File: config.mk
export PLATFORM = sky130hd
export DESIGN_NAME = hsv_color_threshold_mask
export DESIGN_NICKNAME = d
export VERILOG_FILES = /design/src/design/hctm_pkg.sv /design/src/design/hsv_color_threshold_mask.sv
export SDC_FILE = /design/constraint.sdc
export NUM_CORES = 1
export LEC_CHECK = 0
export BUFFER_PORTS_ARGS = -buffer_cell sky130_fd_sc_hd__buf_4
export CORE_ASPECT_RATIO = 0.8
export CORE_MARGIN = 2
export CORE_UTILIZATION = 55
export DETAILED_ROUTE_END_ITERATION = 12
export PLACE_DENSITY = 0.74
export SLEW_MARGIN = 10
export SYNTH_ARGS = -nofsm -noshare
export SYNTH_HDL_FRONTEND = slang
export SYNTH_SLANG_ARGS = --single-unit
File: constraint.sdc
create_clock -name clk -period 7 [get_ports clk]
set_input_delay 0 -clock clk [delete_from_list [all_inputs] [get_ports clk]]
set_output_delay 0 -clock clk [all_outputs]
set_load 0.01 [all_outputs]
File: src/design/hctm_pkg.sv
// shared types and constants for the hsv color threshold mask
// no dependencies; imported by hsv_color_threshold_mask
package hctm_pkg;

  // hue in 1/64 degree: one sector spans 60 degrees, a full turn 360 degrees
  localparam int unsigned HUE_SCALE = 3840;
  localparam int unsigned HUE_FULL  = 6 * HUE_SCALE;
  localparam int unsigned HUE_W     = 15;
  localparam int unsigned QUO_W     = 12;
  localparam int unsigned NUM_W     = 20;

  // restoring divider: bits per stage and stage count
  localparam int unsigned DIV_BITS  = 3;
  localparam int unsigned DIV_STEPS = QUO_W / DIV_BITS;

  // stage 0 min/max, stage 1 numerator, divider stages, hue stage, output stage
  localparam int unsigned NUM_STAGES = DIV_STEPS + 4;
  localparam int unsigned HUE_STAGE  = DIV_STEPS + 2;
  localparam int unsigned OUT_STAGE  = DIV_STEPS + 3;

  // configuration register indexes
  localparam logic [2:0] REG_RANGE_COUNT = 3'd0;
  localparam logic [2:0] REG_RANGE0_LOW  = 3'd1;
  localparam logic [2:0] REG_RANGE0_HIGH = 3'd2;
  localparam logic [2:0] REG_RANGE1_LOW  = 3'd3;
  localparam logic [2:0] REG_RANGE1_HIGH = 3'd4;
  localparam logic [2:0] REG_SAT_MIN     = 3'd5;
  localparam logic [2:0] REG_VAL_MIN     = 3'd6;

  typedef enum logic [1:0] {
    SEC_RED,
    SEC_GREEN,
    SEC_BLUE
  } sector_t;

  // fields carried alongside the division
  typedef struct packed {
    sector_t    sector;
    logic       neg;
    logic       zero;
    logic       sat_ok;
    logic       val_ok;
    logic [7:0] delta;
  } pass_t;

  // first stage result
  typedef struct packed {
    sector_t    sector;
    logic       neg;
    logic [7:0] num;
    logic [7:0] delta;
    logic [7:0] vmax;
  } mm_t;

  function automatic logic hue_in_range(input logic [HUE_W-1:0] hue,
                                        input logic [HUE_W-1:0] lo,
                                        input logic [HUE_W-1:0] hi);
    logic res;
    if (lo <= hi) begin
      res = (hue >= lo) && (hue <= hi);
    end else begin
      res = (hue >= lo) || (hue <= hi);
    end
    return res;
  endfunction

endpackage

File: src/design/hsv_color_threshold_mask.sv
// rgb pixel to hsv color class mask, pipelined one pixel per clock while the output is not stalled
// depends on hctm_pkg (types, constants, range compare)
//
// One pixel in, one mask bit out, in order. The pipeline holds eight
// register stages: min/max and sector, numerator scaling with the saturation
// and value tests, four stages of a restoring divider at three quotient bits
// each, hue assembly, and the range compare that feeds the output register.
// A new pixel is taken every cycle while the output is not stalled. Each
// stage holds its data when the next one is full and stalled, so
// backpressure on the output fills the bubbles first and then stops the input.
// Configuration is written through cfg_we/cfg_addr/cfg_wdata and must only
// change while no pixel is in flight; indexes above six are ignored.
module hsv_color_threshold_mask (
  input  logic        clk,
  input  logic        rst_n,
  input  logic        in_tvalid,
  output logic        in_tready,
  input  logic [23:0] in_tdata,   // red [7:0], green [15:8], blue [23:16]
  output logic        out_tvalid,
  input  logic        out_tready,
  output logic [7:0]  out_tdata,  // mask_on [0], zeros above
  input  logic        cfg_we,
  input  logic [2:0]  cfg_addr,
  input  logic [14:0] cfg_wdata
);
  import hctm_pkg::*;

  // configuration registers
  logic [1:0]       range_count_r;
  logic [HUE_W-1:0] range0_low_r, range0_high_r, range1_low_r, range1_high_r;
  logic [8:0]       sat_min_r;
  logic [7:0]       val_min_r;

  always_ff @(posedge clk) begin
    if (!rst_n) begin
      range_count_r <= 2'd1;
      range0_low_r  <= '0;
      range0_high_r <= HUE_W'(HUE_FULL - 1);
      range1_low_r  <= '0;
      range1_high_r <= HUE_W'(HUE_FULL - 1);
      sat_min_r     <= '0;
      val_min_r     <= '0;
    end else if (cfg_we) begin
      case (cfg_addr)
        REG_RANGE_COUNT: range_count_r <= cfg_wdata[1:0];
        REG_RANGE0_LOW:  range0_low_r  <= cfg_wdata;
        REG_RANGE0_HIGH: range0_high_r <= cfg_wdata;
        REG_RANGE1_LOW:  range1_low_r  <= cfg_wdata;
        REG_RANGE1_HIGH: range1_high_r <= cfg_wdata;
        REG_SAT_MIN:     sat_min_r     <= cfg_wdata[8:0];
        REG_VAL_MIN:     val_min_r     <= cfg_wdata[7:0];
        default: ;
      endcase
    end
  end

  // valid bits and per-stage advance
  logic [NUM_STAGES-1:0] valid_r;
  logic [NUM_STAGES-1:0] adv;

  always_comb begin
    adv[NUM_STAGES-1] = !valid_r[NUM_STAGES-1] || out_tready;
    for (int i = NUM_STAGES - 2; i >= 0; i--) begin
      adv[i] = !valid_r[i] || adv[i+1];
    end
  end

  always_ff @(posedge clk) begin
    if (!rst_n) begin
      valid_r <= '0;
    end else begin
      for (int i = 0; i < NUM_STAGES; i++) begin
        if (adv[i]) begin
          valid_r[i] <= (i == 0) ? in_tvalid : valid_r[(i == 0) ? 0 : i - 1];
        end
      end
    end
  end

  assign in_tready = adv[0];

  // stage 0: max, min, sector and signed numerator
  logic [7:0] red, green, blue;
  mm_t        mm_nxt, mm_r;

  assign red   = in_tdata[7:0];
  assign green = in_tdata[15:8];
  assign blue  = in_tdata[23:16];

  always_comb begin
    logic [7:0] vmax, vmin, pos, ngv;
    vmax = red;
    vmin = red;
    if (green > vmax) vmax = green;
    if (blue > vmax)  vmax = blue;
    if (green < vmin) vmin = green;
    if (blue < vmin)  vmin = blue;
    // ties go red, then green, then blue
    if (vmax == red) begin
      mm_nxt.sector = SEC_RED;
      pos = green;
      ngv = blue;
    end else if (vmax == green) begin
      mm_nxt.sector = SEC_GREEN;
      pos = blue;
      ngv = red;
    end else begin
      mm_nxt.sector = SEC_BLUE;
      pos = red;
      ngv = green;
    end
    mm_nxt.neg   = pos < ngv;
    mm_nxt.num   = (pos < ngv) ? ngv - pos : pos - ngv;
    mm_nxt.delta = vmax - vmin;
    mm_nxt.vmax  = vmax;
  end

  always_ff @(posedge clk) begin
    if (adv[0]) mm_r <= mm_nxt;
  end

  // stage 1 and divider stages share these arrays; index 0 is loaded by stage 1
  logic [7:0]       dv_rem_r [DIV_STEPS+1];
  logic [QUO_W-1:0] dv_low_r [DIV_STEPS+1];
  logic [QUO_W-1:0] dv_q_r   [DIV_STEPS+1];
  pass_t            ps_r     [DIV_STEPS+1];

  // stage 1: numerator times 3840, saturation and value tests
  logic [NUM_W-1:0] numer;
  logic [16:0]      sat_lhs, sat_rhs;
  pass_t            ps_nxt;

  assign numer   = ({mm_r.num, 12'd0}) - ({4'd0, mm_r.num, 8'd0});
  assign sat_lhs = {1'b0, mm_r.delta, 8'd0};
  assign sat_rhs = {8'd0, sat_min_r} * {9'd0, mm_r.vmax};

  always_comb begin
    ps_nxt.sector = mm_r.sector;
    ps_nxt.neg    = mm_r.neg;
    ps_nxt.zero   = (mm_r.delta == 8'd0);
    ps_nxt.sat_ok = (mm_r.delta == 8'd0) ? (sat_min_r == 9'd0) : (sat_lhs >= sat_rhs);
    ps_nxt.val_ok = mm_r.vmax >= val_min_r;
    ps_nxt.delta  = mm_r.delta;
  end

  always_ff @(posedge clk) begin
    if (adv[1]) begin
      // numerator is at most 3840 * delta, so its top byte is already below delta
      dv_rem_r[0] <= numer[NUM_W-1:QUO_W];
      dv_low_r[0] <= numer[QUO_W-1:0];
      dv_q_r[0]   <= '0;
      ps_r[0]     <= ps_nxt;
    end
  end

  // restoring divider, three quotient bits per stage
  for (genvar j = 1; j <= DIV_STEPS; j++) begin : g_div
    logic [7:0]       rem_nxt;
    logic [QUO_W-1:0] q_nxt;

    always_comb begin
      logic [8:0] trial;
      rem_nxt = dv_rem_r[j-1];
      q_nxt   = dv_q_r[j-1];
      for (int b = 0; b < DIV_BITS; b++) begin
        trial = {rem_nxt, dv_low_r[j-1][QUO_W - 1 - (j - 1) * DIV_BITS - b]};
        if (trial >= {1'b0, ps_r[j-1].delta}) begin
          trial = trial - {1'b0, ps_r[j-1].delta};
          q_nxt = {q_nxt[QUO_W-2:0], 1'b1};
        end else begin
          q_nxt = {q_nxt[QUO_W-2:0], 1'b0};
        end
        rem_nxt = trial[7:0];
      end
    end

    always_ff @(posedge clk) begin
      if (adv[j+1]) begin
        dv_rem_r[j] <= rem_nxt;
        dv_low_r[j] <= dv_low_r[j-1];
        dv_q_r[j]   <= q_nxt;
        ps_r[j]     <= ps_r[j-1];
      end
    end
  end

  // hue stage: zero for a grey pixel, else base plus floor, or base minus ceiling
  pass_t            ps_f;
  logic [QUO_W:0]   quo_ceil;
  logic [HUE_W-1:0] base, hue_nxt, hue_r;
  logic             ok_r;

  assign ps_f     = ps_r[DIV_STEPS];
  assign quo_ceil = {1'b0, dv_q_r[DIV_STEPS]} + {{QUO_W{1'b0}}, dv_rem_r[DIV_STEPS] != 8'd0};

  always_comb begin
    case (ps_f.sector)
      SEC_RED:   base = '0;
      SEC_GREEN: base = HUE_W'(2 * HUE_SCALE);
      SEC_BLUE:  base = HUE_W'(4 * HUE_SCALE);
      default:   base = '0;
    endcase
    if (ps_f.zero) begin
      hue_nxt = '0;
    end else if (!ps_f.neg) begin
      hue_nxt = base + {{(HUE_W-QUO_W){1'b0}}, dv_q_r[DIV_STEPS]};
    end else if (ps_f.sector == SEC_RED) begin
      // negative red sector wraps below zero
      hue_nxt = HUE_W'(HUE_FULL) - {{(HUE_W-QUO_W-1){1'b0}}, quo_ceil};
    end else begin
      hue_nxt = base - {{(HUE_W-QUO_W-1){1'b0}}, quo_ceil};
    end
  end

  always_ff @(posedge clk) begin
    if (adv[HUE_STAGE]) begin
      hue_r <= hue_nxt;
      ok_r  <= ps_f.sat_ok && ps_f.val_ok;
    end
  end

  // output stage: hue range compare
  logic hue_ok, mask_r;

  assign hue_ok = ((range_count_r != 2'd0) &&
                   hue_in_range(hue_r, range0_low_r, range0_high_r)) ||
                  (range_count_r[1] &&
                   hue_in_range(hue_r, range1_low_r, range1_high_r));

  always_ff @(posedge clk) begin
    if (adv[OUT_STAGE]) mask_r <= ok_r && hue_ok;
  end

  assign out_tvalid = valid_r[OUT_STAGE];
  assign out_tdata  = {7'd0, mask_r};

  // checks
  a_rem_below_delta: assert property (@(posedge clk) disable iff (!rst_n)
    valid_r[HUE_STAGE-1] && !ps_f.zero |-> dv_rem_r[DIV_STEPS] < ps_f.delta)
    else $error("divider remainder not below delta");

  // a tie for the largest channel gives a full sector of 3840
  a_quo_bound: assert property (@(posedge clk) disable iff (!rst_n)
    valid_r[HUE_STAGE-1] && !ps_f.zero |-> dv_q_r[DIV_STEPS] <= QUO_W'(HUE_SCALE))
    else $error("sector quotient out of range");

  a_hue_bound: assert property (@(posedge clk) disable iff (!rst_n)
    valid_r[HUE_STAGE] |-> hue_r < HUE_W'(HUE_FULL))
    else $error("hue out of range");

  a_stall_holds: assert property (@(posedge clk) disable iff (!rst_n)
    valid_r[OUT_STAGE] && !out_tready |=> valid_r[OUT_STAGE] && $stable(mask_r))
    else $error("stalled result changed");

endmodule
* Word-level counts from Yosys, hierarchy flattened
Memories as Yosys holds them, arrays and structs flattened. Index checks and enable logic that the tools add are counted. Widths: inputs -> output; s select.
Word-level totals: register bits 131, bits in writable memories 230, input port bits 47, word-level logic and storage cells 171, memories kept 4
Operators by class: add/sub/neg operators 20, $mul 1, $lt $le $gt $ge 25, equal/unequal tests 10, multiplexer cells 50, reductions and logical operators 38
Memories:
- ps_r | words 5, width 14, read ports 5, clocked after memory_dff 0, wr ports 5, RTL line hsv_color_threshold_mask.sv:126 | pass_t ps_r [DIV_STEPS+1];
- dv_low_r | words 5, width 12, read ports 4, clocked after memory_dff 0, wr ports 5, RTL line hsv_color_threshold_mask.sv:124 | logic [QUO_W-1:0] dv_low_r [DIV_STEPS+1];
- dv_q_r | words 5, width 12, read ports 5, clocked after memory_dff 0, wr ports 5, RTL line hsv_color_threshold_mask.sv:125 | logic [QUO_W-1:0] dv_q_r [DIV_STEPS+1];
- dv_rem_r | words 5, width 8, read ports 5, clocked after memory_dff 0, wr ports 5, RTL line hsv_color_threshold_mask.sv:123 | logic [7:0] dv_rem_r [DIV_STEPS+1];
Operator list (count):
- $mux 8 | 21
- $sub 8x8->8 | 15
- $ge 9x8->1 | 12
- $le 15x15->1 | 4
- $ge 15x15->1 | 2
- $mux 15 | 2
- $pmux 14 s2 | 1
- $mux 1 | 25
- $lt 8x8->1 | 3
- $sub 20x16->20 | 1
- $ge 16x17->1 | 1
- $mul 9x8->17 | 1
- $eq 8x8->1 | 2
- $gt 8x8->1 | 2
- $add 15x12->15 | 1
- $sub 15x13->15 | 1
- $sub 15x13->15 const A | 1
- $reduce_and 2->1 | 7
- $add 12x1->13 | 1
- $logic_or 1x1->1 | 11
- $eq 3x3->1 const B | 3
- $logic_not 9->1 | 1
- $ge 8x8->1 | 1
- $logic_not 1->1 | 8
- other kinds (11) | 17

* Logic depth before layout (Yosys ltp)
word-level depth 10, depth in mapped cells 39, depth with buffers taken out 35

* Worst setup path after synthesis
Ideal clock, no wire load.
path type register to register, start memory ps_r[0][1] (netlist bit), end memory dv_rem_r[1][2] (netlist: dv_rem_r[0][10]) (data pin), library setup time 180 ps, arrival 7146 ps, slack -326 ps, cell stages (with the launch flop) 37, cells stage by stage edfxtp_1 -> inv_1 -> ha_1 -> nor2b_1 -> o21ai_1 -> a21boi_1 -> o21ai_1 -> a21boi_1 -> o21a_1 -> o21ai_0 -> and2_1 -> buf_1 -> mux2i_1 -> ha_1 -> nor2b_1 -> o21ai_0 -> a21boi_0 -> o21ai_0 -> a21boi_0 -> o21ai_0 -> a31oi_1 -> a311oi_4 -> o21ai_0 -> ha_1 -> nor2b_1 -> o21ai_0 -> a21boi_0 -> o21ai_1 -> a21oi_1 -> o21ai_1 -> o211ai_1 -> a21oi_1 -> nor3b_1 -> nand2b_1 -> buf_2 -> inv_2 -> a221oi_1
RTL lines (RTL line):
- start, declared | hsv_color_threshold_mask.sv:126
- end, declared | hsv_color_threshold_mask.sv:123

==> summary.md <==
| Metric | Value |
|---|---|
| Global-route wire length before repair | just over 90000 um |
| Number of fillers in the final layout | between 3000 and 4000 |
| Max-Cap Viols | 0 |
| Non-Filler Instances | 3231 |
| Gate count of the mapped netlist | 2497 |
| Worst path max stage delay | approximately 0.5 ns |
| Slowest-stage cell, CP | or4_1 |
| Worst slew margin | 0.187 |
| Crit path kind | flop to flop |
| Period utilisation layout | 0.954 |
| Hold WC Path Type | primary input to flop |
| Final nets | between 3000 and 4000 |
| Die area | 42500 um2 |
| RSZ-0062 raised after global routing | yes |
| Final hold vios | 0 |
| Total grt overflow | 0 |
| Core Region | 40500 um2 |
| Crit path capture type | flop |
| Async set-reset flop share out of synthesis | 0 |
| Clock skew | 0.0276 ns |
| Largest net degree at the start of global routing | 88 |
| Tightest Pin Transition | between 1 and 1.5 ns |
| Top-area cell type share of the netlist area | 0.242 |
| EDFF count, synth | 181 |
| Synth cell types | 85 |
| Slew Limit Fails | 0 |
| Routed WL | roughly 56000 um |
| Clock sinks | 268 |
| Data required time of the worst path | 7.39 ns |
| Kind of start point of the critical path | flop |
| Setup violations, final | 0 |
| #FFs+latches synth | 268 |
| DP HPWL | 43400 um |
| CTS tree | done |
| CP dominant cell by count | o21ai_1 |
| Most common library cells after synthesis | 322 x inv_1, 300 x ha_1, 275 x nand2_1, 181 x edfxtp_1, 156 x a21oi_1 |
| Crit path DAT | 7.07 ns |
| Fmax | roughly 150 MHz |
| Placer Congestion | 0.927 |
| Clk pin slew, worst setup/hold paths | 0.06 ns |
| Synthesized area per cell | about 9 um2 |
| Site row count | 66 |
| Vias per Instance | 5.73 |
| Num ports | 57 |
| YS warnings | 0 |
| Outcome | finished clean |
| CTS Root Cell | clkbuf_16 |
| Drt first-iter violations | 1484 |
| CTS Buf Count | 29 |
| Vias | 18500 |
| Clock latency on the worst-skew pair | 0.57 ns |
| WHS | about 0.11 ns |
| WL/cell | 17.3 um |
| Worst-path fanout max | 5 |
| Max clock buf depth | 3 |
| Setup TNS | 0 ns |
| Number of port buffers | between 40 and 50 |
| Top FF cell, synth | edfxtp_1 |
| # DRC | 0 |
| Initial antenna violation count | 0 |
| Initial Util | 0.555 |
| Placed Instances | 3142 |
| Synth top area cells | edfxtp_1 24%, ha_1 17%, dfxtp_1 7.8% |
| Final core occ | 0.631 |
| # diodes | 0 |
| Share of the yosys chip area belonging to registers | 0.320 |
| Layout cells sized above 1 | 0.112 |
| Die width | 230 um |
| Area growth syn-to-layout | 13.8% |
| Min cycle time layout | between 6 and 7 ns |
| Most numerous cell in the Yosys netlist | inv_1 |
| Cell Area, Synth | 22500 um2 |
| Largest area contributor in the netlist | edfxtp_1 |
| Antenna viol nets, final | 0 |
| Total global routing track utilization | 0.265 |
| H-tree Lvls | 1 |
| DRT Pass-1 Iters | 5 |
| Die Height | 185 um |
| Number of global-route vias before repair | 18700 |
state kept, by name, indices dropped and copies added (netlist names), 2 cells and up:
name / flops
dv_q_r: 30
ps_r: 62
valid_r: 8
dv_low_r: 5
mm_r: 27
hue_r: 15
range0_low_r: 15
range0_high_r: 15
range1_low_r: 15
val_min_r: 8
range1_high_r: 15
range_count_r: 2
sat_min_r: 9
dv_rem_r: 40
cell usage in the layout, fill, tap and decap left out, types with 15 or more instances in the layout:
| cell type | Yosys | layout |
|---|---|---|
| inv_1 | 322 | 319 |
| ha_1 | 300 | 300 |
| nand2_1 | 275 | 275 |
| buf_4 | 17 | 185 |
| edfxtp_1 | 181 | 181 |
| a21oi_1 | 156 | 154 |
| nor2_1 | 137 | 137 |
| dfxtp_1 | 87 | 87 |
| o21ai_0 | 104 | 79 |
| xnor2_1 | 70 | 70 |
| a21boi_0 | 66 | 64 |
| and2_1 | 56 | 55 |
| fa_1 | 53 | 53 |
| nor2b_1 | 47 | 45 |
| o21a_1 | 45 | 45 |
| nand2b_1 | 43 | 43 |
| xor2_1 | 41 | 41 |
| mux2i_1 | 41 | 39 |
| o21ai_1 | 17 | 38 |
| nand3_1 | 37 | 37 |
| a21o_1 | 32 | 32 |
| nand4_1 | 30 | 30 |
| clkbuf_16 | 0 | 29 |
| o211ai_1 | 27 | 27 |
| dlygate4sd3_1 | 0 | 24 |
| nor3_1 | 23 | 21 |
| and3_1 | 16 | 16 |
| o221ai_1 | 17 | 15 |
final timing paths:
kind                           to  cells past startpoint           from  slack, ns
setup / recovery  dv_rem_r[0][36]                     37    ps_r[0][43]       0.32
hold / removal            mm_r[1]                      3   in_tdata[17]       0.11
setup reg to reg  dv_rem_r[0][36]                     37    ps_r[0][43]       0.32
hold reg to reg     dv_q_r[0][55]                      0  dv_q_r[0][40]       0.40
metal layers:
layer	wire (um)	GRT usage	vias up
met3	2830	0.0275	153
li1	-	-	9007
met5	0	0	-
met4	1950	0.0939	0
met2	26400	0.459	536
met1	24800	0.346	8824
what timing repair did:
action                                  in CTS  in global routing
resized for setup                            5                 54
endpoints found under the setup margin      20                 40
hold endpoints to repair                    85                  0
hold buffers                                24                  0
pin swaps                                    1                 17
setup buffers                                0                 11
cells by family (layout without fill, tap and decap cells):
kind of cell | Yosys count | in the layout | synth area share
xor+xnor | 111 | 111 | 0.0433
mux | 48 | 48 | 0.0218
flops | 268 | 268 | 0.320
buf+inv | 410 | 594 | 0.0728
compound gates | 575 | 575 | 0.171
simple gates | 729 | 729 | 0.156
fa+ha+maj | 355 | 355 | 0.215
other cells | 1 | 7 | 0.000167
stage by stage:
| step | area (um2) | worst slack [ns] |
|---|---|---|
| CTS | 25400 | 0.00354 |
| detailed placement | 24100 | -0.289 |
| global route | 25500 | -0.0750 |
| floorplan | 22500 | 0.0450 |
| finish | 25500 | 0.320 |
| global placement | 24100 | 0.0306 |
critical path, delay by kind of cell, from the launching register on:
kind | cells | cell delay (ns)
AOI/OAI and AO/OA | 20 | 3.20
and+or+nand+nor | 8 | 1.32
adders and majority gates | 3 | 0.82
buffers and inverters | 6 | 0.72
DFF | 1 | 0.41
cell type report:
type | count | area [um2] | share of cell area
Inverter | 327 | 1230 | 0.0480
Clock buffer | 34 | 744 | 0.0291
Tap cell | 544 | 681 | 0.0266
Multi-Input combinational cell | 1825 | 13800 | 0.540
Clock inverter | 20 | 231 | 0.00906
Timing Repair Buffer | 213 | 1680 | 0.0659
Sequential cell | 268 | 7180 | 0.281
Power is not shown: default switching activity piles up to over one toggle a cycle in this logic, so the estimate is an artifact.
